File: src/rtl/core/bnfa_pkg.sv
// shared types, codes and helpers for the next-fit bitmap allocator
// no dependencies; imported by every module of the block

package bnfa_pkg;

    localparam int unsigned ENTRIES     = 256;
    localparam int unsigned IDX_W       = 8;
    localparam int unsigned SLICE_W     = 32;
    localparam int unsigned SLICES      = ENTRIES / SLICE_W;
    localparam int unsigned SLICE_SEL_W = 3;
    localparam int unsigned BIT_W       = 5;
    localparam int unsigned COUNT_W     = 9;

    // request modes
    localparam logic [1:0] MODE_ALLOC   = 2'd0;
    localparam logic [1:0] MODE_RELEASE = 2'd1;
    localparam logic [1:0] MODE_TEST    = 2'd2;

    // result status codes
    localparam logic [1:0] ST_OK    = 2'd0;
    localparam logic [1:0] ST_FULL  = 2'd1;
    localparam logic [1:0] ST_RANGE = 2'd2;

    localparam logic [IDX_W-1:0] CURSOR_RESET = 8'd2;

    typedef struct packed {
        logic capture;
        logic exec;
        logic step;
        logic load;
    } bnfa_cmd_t;

    typedef struct packed {
        logic done;
        logic out_free;
    } bnfa_stat_t;

    typedef struct packed {
        logic             hit;
        logic [BIT_W-1:0] pos;
    } find_t;

    // lowest set bit of one slice
    function automatic find_t find_first(input logic [SLICE_W-1:0] bits);
        find_t f;
        f = '0;
        for (int i = SLICE_W - 1; i >= 0; i--)
        begin
            if (bits[i])
            begin
                f.hit = 1'b1;
                f.pos = BIT_W'(i);
            end
        end
        return f;
    endfunction

endpackage

File: src/rtl/core/bnfa_ctrl.sv
// sequencer for the next-fit bitmap allocator
// depends on bnfa_pkg; drives commands into bnfa_datapath

module bnfa_ctrl
    import bnfa_pkg::*;
(
    input  logic       clk,
    input  logic       rst_n,
    input  logic       req_valid,
    output logic       req_stall,
    input  bnfa_stat_t stat,
    output bnfa_cmd_t  cmd
);

    typedef enum logic [1:0] {
        S_IDLE,
        S_EXEC,
        S_SCAN,
        S_DONE
    } state_t;

    state_t state_reg;
    logic   stall_reg;

    assign req_stall = stall_reg;

    always_comb
    begin
        cmd.capture = (state_reg == S_IDLE) && req_valid;
        cmd.exec    = (state_reg == S_EXEC);
        cmd.step    = (state_reg == S_SCAN);
        cmd.load    = (state_reg == S_DONE) && stat.out_free;
    end

    always_ff @(posedge clk or negedge rst_n)
    begin
        if (!rst_n)
        begin
            state_reg <= S_IDLE;
            stall_reg <= 1'b0;
        end
        else
        begin
            unique case (state_reg)
                S_IDLE:
                begin
                    if (req_valid)
                    begin
                        state_reg <= S_EXEC;
                        stall_reg <= 1'b1;
                    end
                end
                S_EXEC:
                begin
                    state_reg <= stat.done ? S_DONE : S_SCAN;
                end
                S_SCAN:
                begin
                    if (stat.done)
                    begin
                        state_reg <= S_DONE;
                    end
                end
                S_DONE:
                begin
                    // result moves out here; the next word is taken in the following cycle, from S_IDLE
                    if (stat.out_free)
                    begin
                        state_reg <= S_IDLE;
                        stall_reg <= 1'b0;
                    end
                end
                default:
                begin
                    state_reg <= S_IDLE;
                    stall_reg <= 1'b0;
                end
            endcase
        end
    end

endmodule

File: src/rtl/core/bnfa_datapath.sv
// free map, cursor, used count, slice scan and output register
// depends on bnfa_pkg; sequenced by bnfa_ctrl

module bnfa_datapath
    import bnfa_pkg::*;
(
    input  logic               clk,
    input  logic               rst_n,
    input  bnfa_cmd_t          cmd,
    output bnfa_stat_t         stat,
    input  logic [1:0]         mode,
    input  logic [8:0]         entry_index,
    output logic               rsp_valid,
    input  logic               rsp_stall,
    output logic [1:0]         status,
    output logic [IDX_W-1:0]   granted_index,
    output logic               is_assigned,
    output logic [COUNT_W-1:0] used_count
);

    logic [1:0]             mode_reg;
    logic [8:0]             idx_reg;
    logic [SLICE_W-1:0]     map_reg [SLICES];
    logic [IDX_W-1:0]       cursor_reg, cursor_next;
    logic [COUNT_W-1:0]     count_reg, count_next;
    logic [SLICE_SEL_W-1:0] row_reg, row_next;
    logic [SLICE_SEL_W-1:0] steps_reg, steps_next;
    find_t                  low_reg, low_next;
    logic [SLICE_W-1:0]     low_word_reg, low_word_next;
    logic [1:0]             res_status_reg, res_status_next;
    logic [IDX_W-1:0]       res_grant_reg, res_grant_next;
    logic                   res_asg_reg, res_asg_next;
    logic                   out_valid_reg, out_valid_next;
    logic [1:0]             out_status_reg;
    logic [IDX_W-1:0]       out_grant_reg;
    logic                   out_asg_reg;
    logic [COUNT_W-1:0]     out_count_reg;

    logic [SLICE_SEL_W-1:0] start_row;
    logic [BIT_W-1:0]       start_bit;
    logic [SLICE_SEL_W-1:0] rd_row;
    logic [SLICE_W-1:0]     rd_data;
    logic [SLICE_W-1:0]     high_mask;
    find_t                  high_find, low_find, full_find;
    logic                   idx_free;
    logic                   wr_en;
    logic [SLICE_SEL_W-1:0] wr_row;
    logic [SLICE_W-1:0]     wr_data;
    logic                   done;

    localparam logic [SLICE_W-1:0] ONE_HOT0 = {{(SLICE_W-1){1'b0}}, 1'b1};

    assign start_row = cursor_reg[IDX_W-1:BIT_W];
    assign start_bit = cursor_reg[BIT_W-1:0];
    assign rd_row    = cmd.exec ? ((mode_reg == MODE_ALLOC) ? start_row
                                                            : idx_reg[IDX_W-1:BIT_W])
                                : row_reg;
    assign rd_data   = map_reg[rd_row];
    assign high_mask = {SLICE_W{1'b1}} << start_bit;
    assign high_find = find_first(rd_data & high_mask);
    assign low_find  = find_first(rd_data & ~high_mask);
    assign full_find = find_first(rd_data);
    assign idx_free  = rd_data[idx_reg[BIT_W-1:0]];

    always_comb
    begin
        cursor_next     = cursor_reg;
        count_next      = count_reg;
        row_next        = row_reg;
        steps_next      = steps_reg;
        low_next        = low_reg;
        low_word_next   = low_word_reg;
        res_status_next = res_status_reg;
        res_grant_next  = res_grant_reg;
        res_asg_next    = res_asg_reg;
        wr_en           = 1'b0;
        wr_row          = rd_row;
        wr_data         = rd_data;
        done            = 1'b0;

        if (cmd.exec)
        begin
            unique case (mode_reg)
                MODE_ALLOC:
                begin
                    // keep the part of the start slice below the cursor for the wrap
                    low_next      = low_find;
                    low_word_next = rd_data & ~(ONE_HOT0 << low_find.pos);
                    if (high_find.hit)
                    begin
                        done            = 1'b1;
                        wr_en           = 1'b1;
                        wr_data         = rd_data & ~(ONE_HOT0 << high_find.pos);
                        cursor_next     = {start_row, high_find.pos} + 8'd1;
                        count_next      = count_reg + 9'd1;
                        res_status_next = ST_OK;
                        res_grant_next  = {start_row, high_find.pos};
                        res_asg_next    = 1'b0;
                    end
                    else
                    begin
                        row_next   = start_row + 3'd1;
                        steps_next = 3'd1;
                    end
                end
                MODE_RELEASE:
                begin
                    done           = 1'b1;
                    res_grant_next = '0;
                    res_asg_next   = 1'b0;
                    if (idx_reg[8])
                    begin
                        res_status_next = ST_RANGE;
                    end
                    else
                    begin
                        res_status_next = ST_OK;
                        if (!idx_free)
                        begin
                            wr_en   = 1'b1;
                            wr_data = rd_data | (ONE_HOT0 << idx_reg[BIT_W-1:0]);
                            if (count_reg != '0)
                            begin
                                count_next = count_reg - 9'd1;
                            end
                        end
                    end
                end
                MODE_TEST:
                begin
                    done           = 1'b1;
                    res_grant_next = '0;
                    if (idx_reg[8] || (idx_reg[IDX_W-1:0] == '0))
                    begin
                        res_status_next = ST_RANGE;
                        res_asg_next    = 1'b0;
                    end
                    else
                    begin
                        res_status_next = ST_OK;
                        res_asg_next    = ~idx_free;
                    end
                end
                default:
                begin
                    done            = 1'b1;
                    res_status_next = ST_RANGE;
                    res_grant_next  = '0;
                    res_asg_next    = 1'b0;
                end
            endcase
        end
        else if (cmd.step)
        begin
            priority if (full_find.hit)
            begin
                done            = 1'b1;
                wr_en           = 1'b1;
                wr_data         = rd_data & ~(ONE_HOT0 << full_find.pos);
                cursor_next     = {row_reg, full_find.pos} + 8'd1;
                count_next      = count_reg + 9'd1;
                res_status_next = ST_OK;
                res_grant_next  = {row_reg, full_find.pos};
                res_asg_next    = 1'b0;
            end
            else if (steps_reg == SLICE_SEL_W'(SLICES - 1))
            begin
                done         = 1'b1;
                res_asg_next = 1'b0;
                if (low_reg.hit)
                begin
                    wr_en           = 1'b1;
                    wr_row          = start_row;
                    wr_data         = low_word_reg;
                    cursor_next     = {start_row, low_reg.pos} + 8'd1;
                    count_next      = count_reg + 9'd1;
                    res_status_next = ST_OK;
                    res_grant_next  = {start_row, low_reg.pos};
                end
                else
                begin
                    res_status_next = ST_FULL;
                    res_grant_next  = '0;
                end
            end
            else
            begin
                row_next   = row_reg + 3'd1;
                steps_next = steps_reg + 3'd1;
            end
        end
    end

    assign stat.done     = done;
    assign stat.out_free = !out_valid_reg || !rsp_stall;

    always_comb
    begin
        if (cmd.load)
        begin
            out_valid_next = 1'b1;
        end
        else
        begin
            out_valid_next = out_valid_reg && rsp_stall;
        end
    end

    always_ff @(posedge clk or negedge rst_n)
    begin
        if (!rst_n)
        begin
            for (int r = 0; r < SLICES; r++)
            begin
                map_reg[r] <= '1;
            end
            cursor_reg    <= CURSOR_RESET;
            count_reg     <= '0;
            out_valid_reg <= 1'b0;
        end
        else
        begin
            for (int r = 0; r < SLICES; r++)
            begin
                if (wr_en && (wr_row == SLICE_SEL_W'(r)))
                begin
                    map_reg[r] <= wr_data;
                end
            end
            cursor_reg    <= cursor_next;
            count_reg     <= count_next;
            out_valid_reg <= out_valid_next;
        end
    end

    always_ff @(posedge clk)
    begin
        if (cmd.capture)
        begin
            mode_reg <= mode;
            idx_reg  <= entry_index;
        end
        row_reg        <= row_next;
        steps_reg      <= steps_next;
        low_reg        <= low_next;
        low_word_reg   <= low_word_next;
        res_status_reg <= res_status_next;
        res_grant_reg  <= res_grant_next;
        res_asg_reg    <= res_asg_next;
        if (cmd.load)
        begin
            out_status_reg <= res_status_reg;
            out_grant_reg  <= res_grant_reg;
            out_asg_reg    <= res_asg_reg;
            out_count_reg  <= count_reg;
        end
    end

    assign rsp_valid     = out_valid_reg;
    assign status        = out_status_reg;
    assign granted_index = out_grant_reg;
    assign is_assigned   = out_asg_reg;
    assign used_count    = out_count_reg;

endmodule

File: src/rtl/core/bitmap_next_fit_allocator_top.sv
// Next-fit allocator over 256 entries. A word asks to allocate, release or test an
// entry and gives back one result word. Release, test and unused modes finish in
// S_EXEC; allocate scans the free map one 32-bit slice per cycle from the cursor,
// the start slice in S_EXEC and each further slice in S_SCAN. The part of the start
// slice below the cursor is captured in S_EXEC and only used once the other seven
// slices have missed. Each result goes through a result register into the output
// register; the next word is accepted in the cycle after its predecessor's result
// enters the output register, so only one word is in flight at a time.
// depends on bnfa_pkg, bnfa_ctrl and bnfa_datapath

module bitmap_next_fit_allocator_top
    import bnfa_pkg::*;
(
    input  logic               clk,
    input  logic               rst_n,
    input  logic               req_valid,
    output logic               req_stall,
    input  logic [1:0]         mode,
    input  logic [8:0]         entry_index,
    output logic               rsp_valid,
    input  logic               rsp_stall,
    output logic [1:0]         status,
    output logic [IDX_W-1:0]   granted_index,
    output logic               is_assigned,
    output logic [COUNT_W-1:0] used_count
);

    bnfa_cmd_t  cmd;
    bnfa_stat_t stat;

    bnfa_ctrl u_ctrl (
        .clk       (clk),
        .rst_n     (rst_n),
        .req_valid (req_valid),
        .req_stall (req_stall),
        .stat      (stat),
        .cmd       (cmd)
    );

    bnfa_datapath u_dp (
        .clk           (clk),
        .rst_n         (rst_n),
        .cmd           (cmd),
        .stat          (stat),
        .mode          (mode),
        .entry_index   (entry_index),
        .rsp_valid     (rsp_valid),
        .rsp_stall     (rsp_stall),
        .status        (status),
        .granted_index (granted_index),
        .is_assigned   (is_assigned),
        .used_count    (used_count)
    );

endmodule

File: config.mk
export PLATFORM = sky130hd
export DESIGN_NAME = bitmap_next_fit_allocator_top
export DESIGN_NICKNAME = d
export VERILOG_FILES = /design/src/rtl/core/bnfa_pkg.sv /design/src/rtl/core/bnfa_ctrl.sv /design/src/rtl/core/bnfa_datapath.sv /design/src/rtl/core/bitmap_next_fit_allocator_top.sv
export SDC_FILE = /design/constraint.sdc
export NUM_CORES = 1
export LEC_CHECK = 0
export BUFFER_PORTS_ARGS = -buffer_cell sky130_fd_sc_hd__buf_2
export CAP_MARGIN = 20
export CORE_MARGIN = 1
export CORE_UTILIZATION = 45
export DETAILED_ROUTE_END_ITERATION = 8
export PLACE_DENSITY_LB_ADDON = 0.08
export SKIP_CTS_REPAIR_TIMING = 1
export SLEW_MARGIN = 30
export SYNTH_ARGS = -nofsm -noshare
export SYNTH_HDL_FRONTEND = slang
export SYNTH_SLANG_ARGS = --single-unit
File: constraint.sdc
create_clock -name clk -period 5.65 [get_ports clk]
set_input_delay 0.2825 -clock clk [delete_from_list [all_inputs] [get_ports clk]]
set_output_delay 0.2825 -clock clk [all_outputs]
set_load 0.01 [all_outputs]
==> results of run 1 <==
-- worst max-delay path: stages (launching register included) --
cell      delay, ns
dfrtp_1        0.41
inv_1          0.13
ha_2           0.26
buf_4          0.17
or2_2          0.14
o31a_2         0.27
buf_12         0.21
buf_4          0.16
mux4_2         0.51
mux2i_1        0.16
buf_4          0.22
buf_4          0.18
nand2b_1       0.11
a21oi_1        0.06
o22ai_1        0.31
o211ai_1       0.25
a21oi_1        0.31
nor2_1         0.17
nand2_1        0.24
inv_1          0.26
nor4_1         0.43
buf_4          0.22
a21oi_1        0.10
-- routing by layer --
layer  share of wire, %  GRT usage (%)  vias to the layer above
met1                 42          50.10                     9554
met2                 44          55.81                      935
met5                  0              0                        -
met3                7.5          6.241                      229
met4                5.6          17.54                        0
li1                   -              -                     8061
-- power groups by stage --
| stage | Sequential [mW] | Combinational (mW) | Clock, mW |
|---|---|---|---|
| after CTS | 4.10 | 10.9 | 2.79 |
| after floorplan | 3.97 | 5.62 | 0 |
| after global routing | 4.18 | 11.9 | 2.89 |
| after detailed placement | 4.13 | 10.9 | 0 |
| final | 4.11 | 11.4 | 2.75 |
| after global placement | 4.12 | 10.9 | 0 |
-- logic make-up after synthesis --
family                     after synthesis
and+or+nand+nor                        545
AOI/OAI and AO/OA                      538
DFF                                    363
muxes                                  303
buffers and inverters                  169
xor gates and xnor gates                13
adders and majority gates               12
other                                    1
-- placed cells by master, fill, tap and decap left out, types with 37 or more instances in the layout --
| master | Yosys | routed |
|---|---|---|
| nor3_1 | 49 | 47 |
| nand2_1 | 129 | 128 |
| a21oi_1 | 92 | 92 |
| a22oi_1 | 39 | 39 |
| buf_12 | 0 | 41 |
| dfstp_2 | 257 | 257 |
| o21ai_0 | 76 | 75 |
| clkbuf_16 | 0 | 45 |
| inv_1 | 39 | 39 |
| edfxtp_1 | 86 | 86 |
| mux4_2 | 64 | 64 |
| mux2i_1 | 41 | 41 |
| nand3_1 | 37 | 37 |
| mux2_2 | 140 | 141 |
| buf_4 | 12 | 286 |
| nor2_1 | 168 | 167 |
| mux2_1 | 58 | 57 |
-- worst paths after layout --
kind,start,to,slack [ns]
min in group asynchronous,rst_n,u_dp.cursor_reg[7]$_DFFE_PN0P_,0.40
worst min-delay path,req_valid,u_ctrl.req_stall$_DFFE_PN0P_,0.09
worst min register to register,u_dp.res_grant_reg[4]$_DFFE_PP_,u_dp.granted_index[4]$_DFFE_PP_,0.42
worst max register to register,u_ctrl.state_reg[1]$_DFFE_PN0P_,u_dp.low_word_reg[28]$_DFFE_PP_,0.03
worst max-delay path,u_ctrl.state_reg[1]$_DFFE_PN0P_,u_dp.low_word_reg[28]$_DFFE_PP_,0.03
max in group asynchronous,rst_n,u_dp.map_reg[133]$_DFFE_PN1P_,4.16
-- metrics by stage --
stage | hold slack [ns] | utilization (%) | instance area (sq um)
after floorplan | -0.01309 | - | 21460
after CTS | -0.2110 | 55.84 | 26110
final | 0.08636 | 56.58 | 26450
after detailed placement | 0.3945 | 52.87 | 24720
after global routing | 0.1833 | 56.58 | 26450
after global placement | 0.3850 | 52.84 | 24700
-- layout make-up --
type                    count  area [sq um]  share of cell area (%)
multi-input cells        1412         10980                   41.52
flip-flops and latches    363          9836                   37.18
repair buffers            377          3331                   12.59
clock buffers              58          1224                   4.626
well taps                 607         759.5                   2.871
clock inverters            16         163.9                  0.6196
inverters                  41         153.9                  0.5818
diodes                      1         2.502                0.009459
==> impl_metrics.py, run 1 <==
metrics = {
    "global_route": {
        "overflow": 0,
        "grt_pass1_vias": 18116,
        "antenna_found_initial": 0,
        "grt_max_degree": 106,
        "grt_usage_pct": 36.46,
        "grt_pass1_wl_um": 126800,
    },
    "sta": {
        "tns_ns": 0,
        "tightest_slew_ns": 0.9435,
        "fin_ws_ns": 0.02555,
        "min_period_ns": 5.624,
        "finalSetupViolations": 0,
        "clock_skew_ns": 0.02483,
        "rsz0062_at_grt": "no",
        "finalCritPeriodShare_pct": 99.55,
        "max_freq_mhz": 177.8,
        "final_hold_viol_count": 0,
        "slew_headroom_pct": 36.87,
        "drv_slew": 0,
    },
    "power_and_ir_drop": {
        "p_int_mw": 9.777,
        "clockPowerShare_pct": 15.0,
        "p_total_mw": 18.30,
        "p_switching_mw": 8.526,
        "ir_drop_mv": 0.3599,
        "p_comb_share_pct": 62.5,
        "powerDensity_mw_per_mm2": 691.9,
        "power.leakage_nw": 10.56,
        "sw_frac_of_total_pct": 46.58,
        "seqPwrFrac_pct": 22.5,
    },
    "floorplan": {
        "ios": 37,
        "die_w_um": 220.4,
        "start_util_pct": 45.90,
        "die_area_sq_mm": 0.04857,
        "fp-row-count": 79,
        "die_height_um": 220.4,
        "core_area_sq_mm": 0.04675,
    },
    "placed_design": {
        "portBuffers": 36,
        "pre_cts_ws_ns": 0.007570,
        "dp_hpwl_um": 67590,
        "dpl.cell_count": 2779,
        "gp_congestion": 1.066,
    },
    "route": {
        "first_iter_violations": 2014,
        "wire_per_inst_um": 30.67,
        "final_antenna_net_count": 0,
        "vias_per_cell": 6.532,
        "drt_wl_total_um": 88190,
        "drcViolationCount": 6,
        "firstDrtPassIters": 9,
        "via_count": 18779,
    },
    "synth": {
        "async_flop_share_pct": 76.31,
        "ys_seq_area_share_pct": 45.83,
        "synthSimpleGateAreaFrac_pct": 12.86,
        "synthCells": 1944,
        "synth_compound_area_share_pct": 17.34,
        "synth-edff-count": 86,
        "ys_seq_elements": 363,
        "synth_xor_area_share_pct": 0.5306,
        "synth_area_leader_cell": "dfstp_2",
        "synth.most_common_cell": "dfstp_2",
        "synthFlopType": "dfstp_2",
        "ys_top_cells_by_area": "dfstp_2 31%, edfxtp_1 12%, mux2_2 7.3%, mux4_2 6.7%, mux2_1 3.0%",
        "avgSynthCellArea_sq_um": 11.04,
        "ys_warn_count": 0,
        "synthAdderAreaFrac_pct": 0.6996,
        "syn_area_sq_mm": 0.02146,
        "synth_common_cells": "257 x dfstp_2, 168 x nor2_1, 140 x mux2_2, 129 x nand2_1, 92 x a21oi_1",
        "synth_top_family_by_area": "multiplexers",
        "synthMuxAreaShare_pct": 19.02,
        "synth_nets": 1971,
        "ys_types": 100,
        "netlist.area_leader.share_pct": 31.47,
    },
    "flow_run": {
        "drv_cap": 0,
    },
    "finish": {
        "fill_cells": 3961,
        "fin_cells": 2875,
        "area_growth_pct": 23.27,
        "largest_register_ffs": 256,
        "drive_above_1_share_pct": 42.30,
        "final_nets": 2263,
    },
    "critical_path": {
        "crit_type": "reg2reg",
        "cp-end-kind": "flop",
        "cp_max_fo": 18,
        "rr_worst_depth": 22,
        "arrival_ns": 5.93,
        "startpoint_type": "flop",
        "worstPathRequired_ns": 5.95,
    },
    "cts": {
        "htreeDepth": 2,
        "clkLatencyLatePin_ns": 0.58,
        "cts-buffers-inserted": 41,
        "clock_path_buffers": 3,
        "cts_tree": "done",
        "clkSlewWorstSetupHoldPaths_ns": 0.06,
        "cts.root.buffer_cell": "clkbuf_16",
        "clock-sinks": 363,
    },
    "hold_path": {
        "hold_depth": 4,
        "min_path_type": "in2reg",
    },
    "status": {
        "violations": "DRC",
        "status": "finished, violations left",
    },
}
No activity file was read; power rests on OpenSTA's default activity.
==> run 2: changes to the inputs <==
--- a/config.mk
+++ b/config.mk
@@ -9,6 +9,7 @@
 export CAP_MARGIN = 20
 export CORE_MARGIN = 1
 export CORE_UTILIZATION = 45
+export CTS_BUF_LIST = sky130_fd_sc_hd__clkbuf_16
 export DETAILED_ROUTE_END_ITERATION = 8
 export PLACE_DENSITY_LB_ADDON = 0.08
 export SKIP_CTS_REPAIR_TIMING = 1
==> run 2 against run 1 <==
Clock power shrank 4%; fmax grew 0.61%; global-route usage is essentially flat; cell count hardly changed; first-iteration DRC count grew 1.9%; via count rose by 0.30%; combinational power hardly changed; hold slack hardly changed; largest power group unchanged; die area unchanged; final area fell by 0.26%; the run still ends with DRC left; sequential cell count stayed put; routed wire length barely moved.
==> impl_metrics.py, run 2 (synthesized netlist as in run 1, its figures left out) <==
metrics = {
    "global_route": {
        "antenna_found_initial": 0,
        "grt-busiest-layer": "met2",
        "grt_pass1_wl_um": 126800,
        "overflow": 0,
        "grt_use_met3_pct": 6.241,
        "grt_max_degree": 106,
        "met2_usage_pct": 55.81,
        "grt_usage_pct": 36.44,
        "grt_pass1_vias": 18117,
        "use_met1_pct": 50.06,
    },
    "power_and_ir_drop": {
        "power.leakage_nw": 10.55,
        "p_total_mw": 18.18,
        "powerDensity_mw_per_mm2": 688.9,
        "ir_drop_mv": 0.3575,
    },
    "route": {
        "drt_wl_total_um": 88200,
        "via_count": 18835,
        "firstDrtPassIters": 9,
        "vias_per_cell": 6.549,
        "first_iter_violations": 2052,
        "drcViolationCount": 6,
        "final_antenna_net_count": 0,
        "wire_per_inst_um": 30.67,
    },
    "floorplan": {
        "fp-row-count": 79,
        "die_height_um": 220.4,
        "start_util_pct": 45.90,
        "core_area_sq_mm": 0.04675,
        "die_area_sq_mm": 0.04857,
        "ios": 37,
        "die_w_um": 220.4,
    },
    "finish": {
        "final_nets": 2264,
        "fin_cells": 2876,
        "final_common_cell": "buf_4",
        "area_growth_pct": 22.95,
        "final_core_util_pct": 56.44,
        "drive_above_1_share_pct": 41.98,
        "largest_register_ffs": 256,
        "final_cell_mix": "287 x buf_4, 257 x dfstp_2, 167 x nor2_1",
    },
    "sta": {
        "finalSetupViolations": 0,
        "drv_slew": 0,
        "slew_headroom_pct": 33.82,
        "whs_ns": 0.08682,
        "finalCritPeriodShare_pct": 98.95,
        "rsz0062_at_grt": "no",
        "clock_skew_ns": 0.02424,
        "min_period_ns": 5.591,
        "final_hold_viol_count": 0,
        "tightest_slew_ns": 0.9890,
        "max_freq_mhz": 178.9,
    },
    "status": {
        "violations": "DRC",
        "status": "finished, violations left",
    },
    "critical_path": {
        "reg2reg_setup_slack_ns": 0.06,
        "crit_top_cell": "buf_4",
        "cp_max_fo": 18,
        "cp-end-kind": "flop",
        "worstPathRequired_ns": 5.95,
        "arrival_ns": 5.90,
        "path_buf_inv": 8,
        "critical_path.top_delay_family": "buffers and inverters",
        "crit_type": "reg2reg",
        "critical-path-slowest-cell": "mux4_2",
        "slowest_delay_ns": 0.52,
        "path_cells": "inv_1, ha_2, buf_4, or2_2, o31a_2, buf_12, buf_4, mux4_2, mux2i_1, buf_4, buf_4, nand2b_1, a21oi_1, o22ai_1, o211ai_1, a21oi_1, nor2_1, nand2_1, inv_1, nor4_1, buf_4, a21oi_1",
        "startpoint_type": "flop",
    },
    "flow_run": {
        "drv_cap": 0,
    },
    "hold_path": {
        "min_path_type": "in2reg",
    },
    "placed_design": {
        "dpl.cell_count": 2779,
        "dp_hpwl_um": 67590,
        "gp_congestion": 1.066,
        "portBuffers": 36,
    },
    "cts": {
        "cts.root.buffer_cell": "clkbuf_16",
        "clock-sinks": 363,
        "clock_path_buffers": 3,
        "cts-buffers-inserted": 41,
        "htreeDepth": 2,
        "cts_tree": "done",
        "clkSlewWorstSetupHoldPaths_ns": 0.06,
        "clkLatencyLatePin_ns": 0.58,
    },
}
[run 2: changes by cell type in the layout (fill, tap and decap cells not counted), moves of 7 or more]
cell,previous run,this run
clkinv_1,3,10
clkbuf_8,7,0
clkbuf_1,7,0
inv_1,39,46
[run 2: final timing paths]
check	depth (start not counted)	end	start
max	22	u_dp.low_word_reg[28]$_DFFE_PP_	u_ctrl.state_reg[1]$_DFFE_PN0P_
min	4	u_ctrl.req_stall$_DFFE_PN0P_	req_valid
max reg2reg	22	u_dp.low_word_reg[28]$_DFFE_PP_	u_ctrl.state_reg[1]$_DFFE_PN0P_
min reg2reg	0	u_dp.granted_index[7]$_DFFE_PP_	u_dp.res_grant_reg[7]$_DFFE_PP_
max in group asynchronous	4	u_dp.map_reg[164]$_DFFE_PN1P_	rst_n
min in group asynchronous	2	u_dp.cursor_reg[7]$_DFFE_PN0P_	rst_n
[run 2: metal layers]
| layer | vias up | part of all wire, % |
|---|---|---|
| met1 | 9585 | 42 |
| met4 | 0 | 5.7 |
| met2 | 947 | 44 |
| met3 | 250 | 7.9 |
| met5 | - | 0 |
| li1 | 8053 | - |
[run 2: report_power, final]
part / total (mW) / internal (mW) / switching, mW
registers: 4.11 / 3.70 / 0.414
clock network: 2.64 / 1.51 / 1.13
logic: 11.4 / 4.47 / 6.96
[run 2: cell type report]
type | instances | area [sq um]
fillers | 3973 | 20370
multi-input cells | 1412 | 10980
flip-flops and latches | 363 | 9836
repair buffers | 378 | 3338
clock buffers | 44 | 1101
well taps | 607 | 759.5
clock inverters | 30 | 216.5
inverters | 41 | 153.9
diodes | 1 | 2.502
[run 2: stage by stage]
stage          cell area, sq um  setup slack, ns  setup TNS [ns]
6_report                  26390          0.05947               0
5_1_grt                   26380         0.003369               0
4_1_cts                   26040         -0.09111          -1.242
3_5_place_dp              24720         0.007570               0
3_3_place_gp              24700          -0.2877          -1.346
2_1_floorplan             21460          0.09331               0
[run 2: worst register-to-register path: stages, from the launching register on]
cell and delay (ns):
dfrtp_1 0.41, inv_1 0.14, ha_2 0.26, buf_4 0.17
or2_2 0.14, o31a_2 0.26, buf_12 0.21, buf_4 0.19
mux4_2 0.52, mux2i_1 0.15, buf_4 0.21, buf_4 0.19
nand2b_1 0.11, a21oi_1 0.06, o22ai_1 0.31, o211ai_1 0.25
a21oi_1 0.31, nor2_1 0.17, nand2_1 0.24, inv_1 0.26
nor4_1 0.44, buf_4 0.23, a21oi_1 0.10
